--- config.mk ---
export PLATFORM = sky130hd
export DESIGN_NAME = pfr_cell
export DESIGN_NICKNAME = d
export VERILOG_FILES = /design/src/rtl/pfr_pkg.sv /design/src/rtl/pfr_cell.sv
export SDC_FILE = /design/constraint.sdc
export NUM_CORES = 1
export LEC_CHECK = 0
export ABC_AREA = 0
export BUFFER_PORTS_ARGS = -buffer_cell sky130_fd_sc_hd__buf_2
export CAP_MARGIN = 10
export CORE_UTILIZATION = 30
export CTS_CLUSTER_DIAMETER = 30
export DETAILED_ROUTE_END_ITERATION = 8
export MAX_ROUTING_LAYER = met4
export PLACE_DENSITY = 0.59
export SLEW_MARGIN = 20
export SYNTH_ARGS = -nofsm -noshare
export SYNTH_HDL_FRONTEND = slang
export SYNTH_SLANG_ARGS = --single-unit
--- constraint.sdc ---
create_clock -name i_clk -period 3.7 [get_ports i_clk]
set_input_delay 0.185 -clock i_clk [delete_from_list [all_inputs] [get_ports i_clk]]
set_output_delay 0.185 -clock i_clk [all_outputs]
set_load 0.02 [all_outputs]
--- src/rtl/pfr_pkg.sv ---
// Package for the page frame replacement block: sizes, policy codes and the
// structs passed between the controller and the frame cells. No dependencies.
package pfr_pkg;

    localparam int FRAMES  = 64;
    localparam int IDX_W   = $clog2(FRAMES);
    localparam int CNT_W   = IDX_W + 1;
    localparam int WORD_W  = 32;
    localparam int CFGI_W  = 2;

    localparam logic [2:0] POL_FIFO = 3'd0;
    localparam logic [2:0] POL_LRU  = 3'd1;
    localparam logic [2:0] POL_LFU  = 3'd2;
    localparam logic [2:0] POL_MFU  = 3'd3;

    localparam logic [CFGI_W-1:0] REG_POLICY = 2'd0;
    localparam logic [CFGI_W-1:0] REG_COUNT  = 2'd1;
    localparam logic [CFGI_W-1:0] REG_SEED   = 2'd2;

    localparam logic [WORD_W-1:0] ALL_ONES  = '1;
    localparam logic [WORD_W-1:0] LFSR_MASK = 32'h8020_0003;

    // Broadcast update to the cells.
    typedef struct packed {
        logic              touch_en;
        logic              alloc_en;
        logic [IDX_W-1:0]  idx;
        logic [WORD_W-1:0] stamp;
    } t_cell_cmd;

    // Best candidate so far, handed cell to cell.
    typedef struct packed {
        logic              valid;
        logic [IDX_W-1:0]  idx;
        logic [WORD_W-1:0] count;
        logic [WORD_W-1:0] touch;
        logic [WORD_W-1:0] alloc;
    } t_token;

    function automatic logic [WORD_W-1:0] sat_inc(input logic [WORD_W-1:0] v);
        return (v == ALL_ONES) ? v : v + WORD_W'(1);
    endfunction

endpackage

--- src/rtl/pfr_cell.sv ---
// One frame cell: holds the frame's use count and stamps, and compares
// itself against the passing victim candidate. Depends on pfr_pkg.
module pfr_cell (
    input  logic                         i_clk,
    input  logic                         i_rst_n,
    input  logic [pfr_pkg::IDX_W-1:0]    i_index,
    input  logic                         i_active,
    input  logic [2:0]                   i_policy,
    input  pfr_pkg::t_cell_cmd           i_cmd,
    input  pfr_pkg::t_token              i_tok,
    output pfr_pkg::t_token              o_tok
);

    logic [pfr_pkg::WORD_W-1:0] r_count;
    logic [pfr_pkg::WORD_W-1:0] r_touch;
    logic [pfr_pkg::WORD_W-1:0] r_alloc;
    pfr_pkg::t_token            r_tok;
    pfr_pkg::t_token            n_tok;
    logic                       better;
    logic                       take;

    always_comb begin
        case (i_policy)
            pfr_pkg::POL_FIFO: better = r_alloc < i_tok.alloc;
            pfr_pkg::POL_LRU:  better = r_touch < i_tok.touch;
            pfr_pkg::POL_LFU:  better = (r_count < i_tok.count) ||
                                        (r_count == i_tok.count && r_alloc < i_tok.alloc);
            pfr_pkg::POL_MFU:  better = (r_count > i_tok.count) ||
                                        (r_count == i_tok.count && r_alloc < i_tok.alloc);
            default:           better = 1'b0;
        endcase
        take = i_tok.valid && i_active && ((i_index == '0) || better);
        n_tok = i_tok;
        if (take) begin
            n_tok.idx   = i_index;
            n_tok.count = r_count;
            n_tok.touch = r_touch;
            n_tok.alloc = r_alloc;
        end
    end

    always_ff @(posedge i_clk) begin
        if (!i_rst_n) begin
            r_count   <= '0;
            r_touch   <= '0;
            r_alloc   <= '0;
            r_tok     <= '0;
        end else begin
            r_tok <= n_tok;
            if (i_cmd.touch_en && i_cmd.idx == i_index) begin
                r_count <= pfr_pkg::sat_inc(r_count);
                r_touch <= i_cmd.stamp;
            end
            if (i_cmd.alloc_en && i_cmd.idx == i_index) begin
                r_alloc <= i_cmd.stamp;
            end
        end
    end

    assign o_tok = r_tok;

endmodule

==> flow_metrics.tcl <==
set metrics [dict create \
    status "completed" \
    yosys.area_share.simple 0.200 \
    power_density_mw_per_mm2 354 \
    path_cells "dlygate4sd3_1, buf_2, inv_1, ha_1, and4_1, nand4_1, nor4_1, nand2_1, a211oi_1, nand2_1, a31oi_4, buf_12, mux2i_1" \
    nets 1763 \
    grtUsageTotal 0.168 \
    synth_seq_area_share 0.384 \
    yosysTopAreaCell "dfxtp_1" \
    fp.dieH_um 188 \
    finalSetupViolations 0 \
    slowest_delay_ns 0.52 \
    path_max_fanout 49 \
    arrival_ns 3.69 \
    synth_edf_count 0 \
    synthArstFlopShare 0 \
    grt_first_pass_wirelength_um 45100 \
    ctsResizeCount 0 \
    initial_core_util 0.307 \
    io_pins 258 \
    cts.sinks 199 \
    synth.yosys.warnings 0 \
    cpMostUsedCell "nand2_1" \
    worstSkewPairLatency_ns 0.45 \
    ys.flop_type "dfxtp_1" \
    ys_types 47 \
    drv_slew 0 \
    regToRegSetupSlack_ns 0.38 \
    total_leakage_power_nw 6.73 \
    avgSynthCellArea_um2 8.91 \
    core_area_mm2 0.0338 \
    rsz0062_at_grt "false" \
    hold_viol_final 0 \
    startpoint_type "primary input" \
    firstDrtPassIters 5 \
    ys_seq_elements 199 \
    cp_slowest_cell "dlygate4sd3_1" \
    syn-cell-area_mm2 0.0104 \
    total_power_mw 4.93 \
    synthCells 1163 \
    grt_max_degree 145 \
    synthMuxAreaShare 0.163 \
    synth_compound_area_frac 0.0567 \
    slew-limit-headroom 0.412 \
    synthXorXnorAreaFrac 0.0211 \
    peakVddDrop_uv 323 \
    overflow 0 \
    drt_wl_total_um 28500 \
    fin_setup_tns_ns 0 \
    cts_root_buf "clkbuf_16" \
    vias 8928 \
    cts_setup_buffers 0 \
    hold_buffers 118 \
    io_buffers 257 \
    tightest_slew_ns 0.875 \
    syn_nets 1413 \
    fmax_ghz 0.300 \
    layout_worst_path_cycle_share 0.900 \
    dieArea_mm2 0.0353 \
    synth_area_leaders "dfxtp_1, mux2i_1, ha_1, nand2_1, nor2b_1" \
    htreeDepth 4 \
    utilization 0.412 \
    routabilityCongestion 0.835 \
    endpoint_kind "register" \
    numCtsBuffers 17 \
    hold_path.class "primary input to register" \
    drive_gt1_frac 0.199 \
    ant_nets 0 \
    skew_ns 0.0125 \
    drt-initial-drc-count 389 \
    antenna_found_initial 1 \
    netlist.area_leader.share 0.384 \
    drc 0 \
    clockBufferDepth 2 \
    synth_top_family_by_area "simple AND/OR/NAND/NOR gates" \
    dpl.hpwl_um 20400 \
    via_per_inst 4.52 \
    cp.required_ns 4.06 \
    layout_min_cycle_time_ns 3.33 \
    grt_pass1_vias 8712 \
    row_count 67 \
    drv_cap 0 \
    synthAdderAreaFrac 0.115 \
    crit_type "primary input to register" \
    wire_per_inst_um 14.4 \
    areaGrowthSynthToFinish_pct 34.4 \
    cts_tree "done" \
    clkTransAtPathRegs_ns 0.07 \
    die_x_um 188 \
]
-- state kept, by name, indices dropped and copies added (netlist names) --
register,count
o_tok,103
r_count,32
r_touch,32
r_alloc,32
-- final timing paths --
| path | from | end | cells past startpoint |
|---|---|---|---|
| hold reg to reg | r_alloc[16]$_SDFFE_PN0P_ | o_tok[16]$_SDFF_PN0_ | 2 |
| hold / removal | i_tok[88] | o_tok[88]$_SDFF_PN0_ | 3 |
| setup reg to reg | r_count[27]$_SDFFE_PN0P_ | o_tok[67]$_SDFF_PN0_ | 10 |
| setup / recovery | i_tok[91] | o_tok[67]$_SDFF_PN0_ | 13 |
-- synthesized netlist by cell type, types with 2 or more instances --
cell and n:
nor2b_1 67, nand2b_1 5, nand4_1 19, nor4_1 5, and4_1 10, nand3b_1 7, mux2i_1 169, or3_1 3
xnor2_1 21, a221oi_1 4, o22ai_1 3, nand2_1 239, a211oi_1 4, nor3_1 4, a21boi_0 6, nand3_1 24
dfxtp_1 199, buf_4 10, clkbuf_1 34, and2_1 21, ha_1 95, buf_1 6, a2111o_1 2, xor2_1 4
inv_1 101, o21ai_0 25, buf_2 3, a21oi_1 28, o21a_1 3, a2111oi_0 2, and3_1 6, nor2_1 18
a21o_1 2
-- placed cells by master (no fill, tap or decap), types with 4 or more instances in the layout --
master,count
buf_12,4
nor2b_1,67
a211oi_1,4
xor2_1,4
buf_4,5
nor4_1,5
inv_6,4
and2_1,21
a21oi_1,28
nand3_1,24
nand2b_1,5
buf_2,256
nor3_1,4
dfxtp_1,199
and3_1,6
nand3b_1,7
nand4_1,19
clkbuf_16,17
inv_8,4
inv_1,101
nor2_1,18
ha_1,95
xnor2_1,21
a21boi_0,6
dlygate4sd3_1,118
and4_1,10
a221oi_1,4
mux2i_1,169
nand2_1,238
o21ai_0,25
-- metal layers --
layer	part of all wire	track usage	routed length (um)
met1	0.48	0.212	13600
met2	0.47	0.270	13400
met3	0.037	0.0324	1050
met4	0.017	0.0488	473
met5	0	-	0
-- per-stage QoR --
step	setup WS, ns	area, um^2	hold slack, ns	std cells
after floorplan	1.11	10400	0.307	1163
after global routing	0.236	13900	0.0139	1975
final	0.369	13900	0.0258	1975
after detailed placement	0.381	12100	0.406	1824
after CTS	0.343	13900	0.000813	1974
after global placement	0.330	12100	0.403	1824
-- worst max-delay path, delay by kind of cell --
kind	cells	cell delay [ns]
simple gates	5	1.30
buf+inv	4	1.02
compound gates	2	0.55
fa+ha+maj	1	0.30
mux	1	0.29
-- final cells by class --
type	instances	area [um^2]
fill	3350	19900
multi-input combinational	810	5780
sequential	199	3980
timing repair buffer	384	2590
tap	448	561
clock buffer	18	429
inverter	101	379
clock inverter	14	204
antenna	1	2.50
-- power breakdown --
| part | total (mW) | internal, mW | switching, mW |
|---|---|---|---|
| clock network | 2.04 | 1.10 | 0.940 |
| logic | 0.653 | 0.302 | 0.351 |
| registers | 2.23 | 2.21 | 0.0235 |
| total | 4.93 | 3.61 | 1.32 |
-- cell families (layout without fill, tap and decap cells) --
| logic type | Yosys count | count (layout) |
|---|---|---|
| buffers and inverters | 154 | 517 |
| AO/OA/AOI/OAI | 89 | 89 |
| adder cells (fa/ha/maj) | 95 | 95 |
| other | 0 | 1 |
| flip-flops | 199 | 199 |
| AND/OR/NAND/NOR | 432 | 432 |
| multiplexers | 169 | 169 |
| XOR/XNOR | 25 | 25 |
No activity file was read; power rests on OpenSTA's default activity.
